File: src/sv/ilie_pkg.sv
// ----------------------------------------------------------------------------
// Indexed list package
// Word types, operation codes and status codes shared by the list block.
// ----------------------------------------------------------------------------
package ilie_pkg;

    // Fixed field widths of the request and result words
    localparam int OP_BITS       = 3;
    localparam int POS_BITS      = 7;
    localparam int PORT_WORD_W   = 32;
    localparam int ST_BITS       = 2;

    // Operation codes carried in the opcode field
    typedef enum logic [OP_BITS-1:0] {
        OP_APPEND = 3'd0,
        OP_POP    = 3'd1,
        OP_INSERT = 3'd2,
        OP_ERASE  = 3'd3,
        OP_READ   = 3'd4,
        OP_WRITE  = 3'd5,
        OP_CLEAR  = 3'd6
    } t_op;

    // Result status codes
    typedef enum logic [ST_BITS-1:0] {
        ST_OK    = 2'd0,
        ST_FULL  = 2'd1,
        ST_RANGE = 2'd2,
        ST_EMPTY = 2'd3
    } t_status;

    // Per-cycle command broadcast along the row of cells
    typedef enum logic [1:0] {
        CK_HOLD = 2'd0,
        CK_PUT  = 2'd1,
        CK_INS  = 2'd2,
        CK_ERA  = 2'd3
    } t_cell_op;

    // Request word
    typedef struct packed {
        logic [OP_BITS-1:0]            opcode;
        logic [POS_BITS-1:0]           position;
        logic signed [PORT_WORD_W-1:0] word_in;
    } t_in_word;

    // Result word
    typedef struct packed {
        logic signed [PORT_WORD_W-1:0] word_out;
        logic [POS_BITS-1:0]           where;
        logic [POS_BITS-1:0]           count;
        logic [ST_BITS-1:0]            status;
    } t_out_word;

endpackage

File: src/sv/ilie_cell.sv
// ----------------------------------------------------------------------------
// Indexed list storage cell
// Holds one list entry. It takes the broadcast value on a direct store and at
// the insert point, else its left neighbor on insert, right neighbor on erase.
// ----------------------------------------------------------------------------
module ilie_cell #(
    parameter int WORD_BITS = 32,
    parameter int XW        = 7,
    parameter int IDX       = 0
) (
    input  logic                    i_clk,
    input  ilie_pkg::t_cell_op      i_op,
    input  logic [XW-1:0]           i_pos,
    input  logic [XW-1:0]           i_cnt,
    input  logic [WORD_BITS-1:0]    i_word,
    input  logic [WORD_BITS-1:0]    i_left,
    input  logic [WORD_BITS-1:0]    i_right,
    output logic [WORD_BITS-1:0]    o_entry,
    output logic [WORD_BITS-1:0]    o_rd
);
    import ilie_pkg::*;

    localparam logic [XW-1:0] MY_IDX   = XW'(IDX);
    localparam logic [XW-1:0] NEXT_IDX = XW'(IDX + 1);

    logic [WORD_BITS-1:0] r_entry;
    logic [WORD_BITS-1:0] n_entry;
    logic                 w_hit;

    assign w_hit = (i_pos == MY_IDX);

    // Pick the new entry from the command and this cell's place in the list.
    always_comb begin
        n_entry = r_entry;
        case (i_op)
            CK_PUT: begin
                if (w_hit) n_entry = i_word;
            end
            CK_INS: begin
                if (w_hit) begin
                    n_entry = i_word;
                end else if ((MY_IDX > i_pos) && (MY_IDX <= i_cnt)) begin
                    n_entry = i_left;
                end
            end
            CK_ERA: begin
                if ((MY_IDX >= i_pos) && (NEXT_IDX < i_cnt)) n_entry = i_right;
            end
            default: begin
                n_entry = r_entry;
            end
        endcase
    end

    // Entry storage has no reset; only written entries are ever read.
    always_ff @(posedge i_clk) begin
        r_entry <= n_entry;
    end

    assign o_entry = r_entry;
    assign o_rd    = w_hit ? r_entry : '0;

endmodule

File: config.mk
export PLATFORM = sky130hd
export DESIGN_NAME = ilie_cell
export DESIGN_NICKNAME = d
export VERILOG_FILES = /design/src/sv/ilie_pkg.sv /design/src/sv/ilie_cell.sv
export SDC_FILE = /design/constraint.sdc
export NUM_CORES = 1
export LEC_CHECK = 0
export ABC_AREA = 0
export BUFFER_PORTS_ARGS = -buffer_cell sky130_fd_sc_hd__buf_2
export CELL_PAD_IN_SITES_DETAIL_PLACEMENT = 1
export CELL_PAD_IN_SITES_GLOBAL_PLACEMENT = 2
export CORE_MARGIN = 2
export CORE_UTILIZATION = 23
export CTS_BUF_LIST = sky130_fd_sc_hd__clkbuf_8
export DETAILED_ROUTE_END_ITERATION = 12
export GPL_ROUTABILITY_DRIVEN = 1
export PLACE_DENSITY = 0.85
export SYNTH_ARGS = -nofsm -noshare
export SYNTH_HDL_FRONTEND = slang
export SYNTH_SLANG_ARGS = --single-unit
File: constraint.sdc
create_clock -name i_clk -period 4.3 [get_ports i_clk]
set_input_delay 0.43 -clock i_clk [delete_from_list [all_inputs] [get_ports i_clk]]
set_output_delay 0.43 -clock i_clk [all_outputs]
set_load 0.1 [all_outputs]
# Yosys cells after proc, flatten, opt, wreduce, memory -nomap -nowiden
# Cells that the tools add are included.
# Widths: inputs -> output; s select.
op_classes:
  add_sub_neg: 0
  mul: 0
  div_mod_pow: 0
  order_cmp: 4
  eq_ne: 6
  shift: 0
  muxes: 6
  n_bitwise: 0
  reduce_logical: 5
op_table:
  columns: ["cell", "n"]
  rows:
  - ["$mux 32", 5]
  - ["$pmux 32 s3", 1]
  - ["$ge 1x7->1 const A", 1]
  - ["$gt 1x7->1 const A", 1]
  - ["$le 1x7->1 const A", 1]
  - ["$logic_not 7->1", 1]
  - ["$lt 1x7->1 const A", 1]
  - ["$eq 2x2->1 const B", 2]
  - ["$ne 2x2->1 const B", 2]
  - ["$reduce_and 4->1", 1]
  - ["$ne 3x3->1 const B", 1]
  - ["$reduce_bool 3->1", 1]
  - ["$eq 2x1->1 const B", 1]
  - ["$logic_and 1x1->1", 2]
totals:
  ff_bits: 32
  latch_bits: 0
  ramBits: 0
  mem_bits_ro: 0
  inputBits: 113
  out_inout_bits: 64
  elab_cells: 22
  mem_count: 0

# Longest topological paths before layout
# Gate-level depths: netlist of the first run.
logic_depth:
  ltp_word: 5
  ltp_mapped: 6

# Worst setup path after synthesis of the first run
# OpenSTA, ideal clock, no wires.
synth_path:
  path_kind: "register -> output"
  start: "register r_entry[0], in the netlist o_entry[0]"
  end: "output port o_rd[0]"
  arrival_time_ns: 1.840
  t_required_ns: 3.870
  path_slack_ns: 2.030
  path_stages_with_launch: 2
  n_path_buf: 0
  cell_sequence: "edfxtp_1 -> and3_1"
synth_via:
  elab_chain_cells: 1
synth_rtl:
  columns: ["element", "line", "text"]
  rows:
  - ["start: declaration", "ilie_cell.sv:26", "logic [WORD_BITS-1:0] r_entry;"]
  - ["start signal: assignment", "ilie_cell.sv:57", "r_entry <= n_entry;"]
  - ["$mux 32", "ilie_cell.sv:61", "assign o_rd = w_hit ? r_entry : '0;"]
  - ["end: declaration", "ilie_cell.sv:19", "output logic [WORD_BITS-1:0] o_rd"]
# No other way between the ends.

# Worst setup path after layout of the first run
layout_path:
  start: "input port i_pos[3]"
  end: "output port o_rd[5]"
layout_via:
  elab_chain_cells: 2
layout_rtl:
  columns: ["element", "line", "text"]
  rows:
  - ["start: declaration", "ilie_cell.sv:13", "input logic [XW-1:0] i_pos,"]
  - ["$logic_not 7->1", "ilie_cell.sv:30", "assign w_hit = (i_pos == MY_IDX);"]
  - ["$mux 32", "ilie_cell.sv:61", null]
# No other way between the ends.

==> key figures, run 1 <==
Route
  – Total wire length: around 9300 um
  – DRC viols: 0
  – Per-cell routed wire length: 16.7 um
  – Routed Antenna Nets: 0
  – Pre-Repair DR Iteration Count: 4
  – Initial DRC count: 104
  – Vias per inst: 5.03
  – DR vias: 2,788

Hold path
  – Hold_sp: i_right[18]
  – Worst Hold Class: input pin to flop

Clock tree
  – CTS max path bufs: 2
  – Clock sink count: 32
  – H-Tree Depth: 2
  – Clock root buffer: clkbuf_8
  – TritonCTS Buffers: 5
  – Clock slew at reported path FFs: 0.07 ns
  – Post-CTS Hold Buffers: 0
  – Setup Fix Bufs, Post-CTS: 0
  – Post-CTS sizing: 0
  – CTS tree: yes

Final layout
  – Layout area overhead: 41.8%
  – Layout Nets: 533
  – Number of flip-flops in the largest register: 32
  – Layout cell share with drive strength beyond 1: 0.452
  – Diode count: 0
  – Fin util: 0.330
  – Fin cells: ~550

STA
  – Max Slew Vio Count: 0
  – Final setup viols: 0
  – Final Hold Viols: 0
  – Worst Tran Pin Value: slightly above 0.8 ns
  – Min Tclk post-route: about 2.6 ns
  – Slew margin rel.: 0.450
  – Hold Worst Slack: 0.476 ns
  – Setup ws final: between 1.5 and 2 ns
  – Setup TNS: 0 ns
  – Tcrit/Tclk final: 0.595
  – Highest Clock Rate: 0.391 GHz
  – Unrepaired setup endpoints after global routing: false

Worst setup path
  – Crit-path max FO: 64
  – Critical path's largest stage delay: 0.56 ns
  – Startpoint Class: input pin
  – Slowest CP cell: buf_4
  – Data arrival time of the critical path: between 2 and 2.5 ns
  – Kind of critical path: input pin to output pin
  – Endpoint class of the critical path: output pin
  – Cell mode on critical path: buf_2
  – Worst setup startpoint: i_pos[3]
  – Worst path cell trace: buf_2, nor4_4, buf_4, and3_1, buf_2
  – WP data required: 3.87 ns

Global route
  – Total grt overflow: 0
  – Initial antenna violation count: 0
  – Largest net degree at the start of global routing: 65
  – Global-route wire length before repair: 14,800 um
  – GR Util All Layers: 0.165
  – Vias in the first global route: 2,935

Job
  – Max cap viols: 0

Power and ir drop
  – Worst vdd ir: 79.0 uV
  – Cell Pwr Density: ~220 nW/um2
  – Leakage: 1.49 nW

Placement
  – Port bufs: approximately 180
  – Post-place setup slack: approximately 1.6 ns
  – Placer Congestion: 0.710
  – Placed cell count: between 500 and 600
  – DP Wirelength: ~6400 um

Run status
  – Status: finished clean

Yosys
  – Mapped Avg Cell Area: 8.84 um2
  – Seq cells post-synth: 32
  – Register area share after synthesis: 0.405
  – Syn nets: around 380
  – Syn Inst Count: between 200 and 300
  – Synth warn: 0
  – Area of the mapped netlist: between 2000 and 2500 um2
  – Unique masters post-synth: 16

Floorplanning
  – Core Region: 10,200 um2
  – Std-Cell Rows: 37
  – Starting Density: 0.233
  – Die height: 106 um
  – I/O pin count: between 150 and 200
  – Die width: 106 um
  – Die footprint: 11,100 um2
==> report_power, final <==
part / internal, W / total (W) / switching, W
Sequential: 0.000349 / 0.000349 / 0.000000777
Combinational: 0.0000710 / 0.000169 / 0.0000978
Clock: 0.000104 / 0.000213 / 0.000109
Total: 0.000524 / 0.000731 / 0.000207
==> final timing paths <==
| kind | endpoint | slack [ns] | cells past startpoint |
|---|---|---|---|
| setup / recovery | o_rd[5] | 1.74 | 5 |
| hold / removal | o_entry[18]$_DFFE_PP_ | 0.48 | 3 |
==> worst max-delay path, delay by kind of cell <==
family / cells / cell delay [ns]
buf+inv: 3 / 1.09
simple gates: 2 / 0.54
==> cell families after synthesis <==
group	after synthesis	synth area share
buf+inv	36	0.0808
compound gates	65	0.190
simple gates	135	0.324
flops	32	0.405
==> area by class of cell <==
| cell class | count | area, um2 |
|---|---|---|
| Multi-Input combinational cell | 200 | 1240 |
| Clock buffer | 5 | 68.8 |
| Fill cell | 1264 | 6830 |
| Sequential cell | 32 | 961 |
| Tap cell | 136 | 170 |
| Timing Repair Buffer | 181 | 921 |
==> per-layer routing <==
layer  GRT usage  part of all wire  wire, um
met5           0                 0         0
met4      0.0310            0.0048        45
met3      0.0340             0.059       552
met2       0.302              0.50      4640
met1       0.201              0.44      4050
==> through the flow <==
step	instance area (um2)	total power, W
floorplan	2370	0.000453
global placement	3290	0.000521
detailed placement	3290	0.000527
CTS	3360	0.000748
global route	3360	0.000771
finish	3360	0.000731
==> layout by cell type, fill, tap and decap left out <==
cell type and count:
buf_2 175, nand4_1 33, nand2_1 32, nor2b_1 32, a31oi_1 32, o211ai_1 32, and3_1 32, edfxtp_1 32
buf_4 6, clkbuf_8 5, nor3_1 2, nor4_4 1, nor3_2 1, and2_1 1, nor2b_4 1, o211a_1 1
==> synth_stat cells <==
cell	number	area (um2)
o211ai_1	32	240
nand4_1	33	206
a31oi_1	32	200
o211a_1	1	10.0
and2_1	1	6.26
edfxtp_1	32	961
buf_4	6	45.0
nand2_1	32	120
clkbuf_2	1	5.00
nor2b_1	33	206
buf_6	1	11.3
nor3_1	3	15.0
buf_2	20	100
nor4_2	1	12.5
clkbuf_1	8	30.0
and3_1	32	200
(Power assumes the default switching activity.)
==> run 2: changes to the inputs <==
--- a/config.mk
+++ b/config.mk
@@ -10,11 +10,11 @@
 export CELL_PAD_IN_SITES_DETAIL_PLACEMENT = 1
 export CELL_PAD_IN_SITES_GLOBAL_PLACEMENT = 2
 export CORE_MARGIN = 2
-export CORE_UTILIZATION = 23
+export CORE_UTILIZATION = 19
 export CTS_BUF_LIST = sky130_fd_sc_hd__clkbuf_8
 export DETAILED_ROUTE_END_ITERATION = 12
 export GPL_ROUTABILITY_DRIVEN = 1
-export PLACE_DENSITY = 0.85
+export PLACE_DENSITY = 0.74
 export SYNTH_ARGS = -nofsm -noshare
 export SYNTH_HDL_FRONTEND = slang
 export SYNTH_SLANG_ARGS = --single-unit
==> constraint.sdc (replaced) <==
create_clock -name i_clk -period 2 [get_ports i_clk]
set_input_delay 0.2 -clock i_clk [delete_from_list [all_inputs] [get_ports i_clk]]
set_output_delay 0.2 -clock i_clk [all_outputs]
set_load 0.1 [all_outputs]
==> run 2 against run 1 <==
  * Die area up 20%
  * First-iteration DRC count shrank 31%
  * Power grew 120%
  * Worst setup slack lost 1.5 ns
  * Via count up 2.4%
  * Worst hold slack lost 0.23 ns
  * Largest power group unchanged
==> key figures, run 2 (synthesis results as in run 1) <==
Placement
  – Post-place setup slack: 0.264 ns (-1.37 ns)
  – Port bufs: 175 (unchanged)
  – DP Wirelength: 7790 um (+22%)
  – Placed cell count: 590 (+7.5%)
  – Placer Congestion: 0.718 (+1.1%)

Clock tree
  – CTS tree: yes
  – Setup Fix Bufs, Post-CTS: 0 (unchanged)
  – Clock slew at reported path FFs: 0.07 ns (about the same)
  – CTS max path bufs: 2 (unchanged)
  – Clock root buffer: clkbuf_8
  – Clock sink count: 32 (unchanged)
  – H-Tree Depth: 2 (unchanged)
  – TritonCTS Buffers: 5 (unchanged)
  – Post-CTS Hold Buffers: 0 (unchanged)
  – Post-CTS sizing: 0 (unchanged)

Floorplanning
  – I/O pin count: 177 (unchanged)
  – Std-Cell Rows: 40 (+8.1%)
  – Die width: 116 um (+9.6%)
  – Die height: 116 um (+9.6%)
  – Starting Density: 0.196 (-0.0370)
  – Core Region: 12,100 um2 (+19%)
  – Die footprint: 13,400 um2 (+20%)

Global route
  – Initial antenna violation count: 0 (unchanged)
  – Total grt overflow: 0 (unchanged)
  – Global-route wire length before repair: 15,800 um (+6.6%)
  – Vias in the first global route: 3,061 (+4.3%)
  – GR Util All Layers: 0.149 (-0.0157)
  – Largest net degree at the start of global routing: 39 (-40%)

STA
  – Final setup viols: 0 (unchanged)
  – Setup TNS: 0 ns (unchanged)
  – Setup ws final: 0.253 ns (-1.49 ns)
  – Tcrit/Tclk final: 0.873
  – Final Hold Viols: 0 (unchanged)
  – Highest Clock Rate: 0.573 GHz
  – Worst Tran Pin Value: 0.495 ns (-0.330 ns)
  – Unrepaired setup endpoints after global routing: false
  – Min Tclk post-route: ~1.7 ns
  – Slew margin rel.: 0.672 (+0.222)
  – Max Slew Vio Count: 0 (unchanged)

Power and ir drop
  – Leakage: 1.62 nW (+8.4%)
  – P_sw: 0.000462 W (+120%)
  – P_int: 0.00115 W (+120%)
  – Reg power frac: 0.466 (-0.012)
  – Clock share of power: 0.295 (+0.004)
  – Sw Ratio: 0.287 (+0.00315)
  – Comb power frac: 0.239 (+0.008)
  – Cell Pwr Density: 402 nW/um2 (+85%)
  – Worst vdd ir: 213 uV (+170%)

Route
  – DR vias: 2,856 (+2.4%)
  – Per-cell routed wire length: 17.3 um (+3.4%)
  – Vias per inst: 4.78 (-5.1%)
  – Pre-Repair DR Iteration Count: 4 (unchanged)
  – DRC viols: 0 (unchanged)
  – Routed Antenna Nets: 0 (unchanged)
  – Total wire length: 10,400 um (+12%)
  – Initial DRC count: 72 (-31%)

Worst setup path
  – Data arrival time of the critical path: 1.55 ns (-0.58 ns)
  – Crit path buf inv count: 3 (unchanged)
  – Critical path's largest stage delay: 0.40 ns (-0.16 ns)
  – Startpoint Class: input pin
  – Slowest CP cell: buf_4
  – WP data required: 1.80 ns (-2.07 ns)
  – Kind of critical path: input pin to output pin
  – Worst path cell trace: buf_2, nor4_4, buf_4, and3_2, buf_12
  – Crit-path max FO: 36 (-44%)
  – CP delay by family, top: buffers and inverters
  – Endpoint class of the critical path: output pin
  – WP depth: 5 (unchanged)

Hold path
  – Hold EP: o_entry[21]$_DFFE_PP_
  – Hold_sp: i_right[21]
  – WHS Path Cells: 3 (unchanged)
  – Worst Hold Class: input pin to flop

Final layout
  – Layout Nets: 542 (+1.7%)
  – Layout cell share with drive strength beyond 1: 0.535 (+0.0827)
  – Most frequent cells in the layout: 143 x buf_2, 33 x nand4_1, 33 x buf_12
  – Fin util: 0.331 (+0.00134)
  – Number of flip-flops in the largest register: 32 (unchanged)
  – Commonest non-fill, non-tap cell in the layout: buf_2
  – Fin cells: 598 (+7.9%)
  – Diode count: 0 (unchanged)
  – Layout area overhead: 69.3%

Job
  – Max cap viols: 0 (unchanged)

Run status
  – Status: finished clean
## run 2: worst max path at each step
| stage | startpoint | endpoint |
|---|---|---|
| floorplan | i_pos[3] | o_entry[0]$_DFFE_PP_ |
| global route | i_pos[3] | o_rd[28] |
| global placement | i_pos[3] | o_rd[21] |
| finish | i_pos[3] | o_rd[8] |
| CTS | i_pos[3] | o_rd[8] |
| detailed placement | i_pos[3] | o_rd[8] |
## run 2: layout make-up
type | count | area (um2)
timing repair buffer | 190 | 1480
tap | 168 | 210
fill | 1458 | 8100
multi-input combinational | 200 | 1280
clock inverter | 3 | 11.3
clock buffer | 5 | 68.8
sequential | 32 | 961
## run 2: tightest hold or removal path: cells and delay by family
family,cells,cell delay [ns]
AO/OA/AOI/OAI,2,0.14
buffers and inverters,1,0.08
## run 2: through the flow
step           total power, W  hold WS (ns)  area (um2)
6_report              0.00161         0.249        4010
5_1_grt               0.00171         0.252        4010
4_1_cts               0.00165         0.240        4010
3_5_place_dp          0.00116         0.540        3930
3_3_place_gp          0.00114         0.525        3930
2_1_floorplan        0.000975         0.440        2410
## run 2: routing by layer
layer / vias up / share of wire / GRT usage
met4: 0 / 0.0077 / 0.0310
met3: 6 / 0.055 / 0.0241
met2: 96 / 0.53 / 0.278
met1: 1396 / 0.41 / 0.181
met5: - / 0 / 0
li1: 1358 / - / -
## run 2: power by group through the flow
stage	Combinational (W)	Sequential (W)	Clock, W
final	0.000386	0.000751	0.000475
after global routing	0.000424	0.000751	0.000535
after CTS	0.000390	0.000751	0.000505
after detailed placement	0.000390	0.000766	0
after global placement	0.000374	0.000766	0
after floorplan	0.000184	0.000791	0
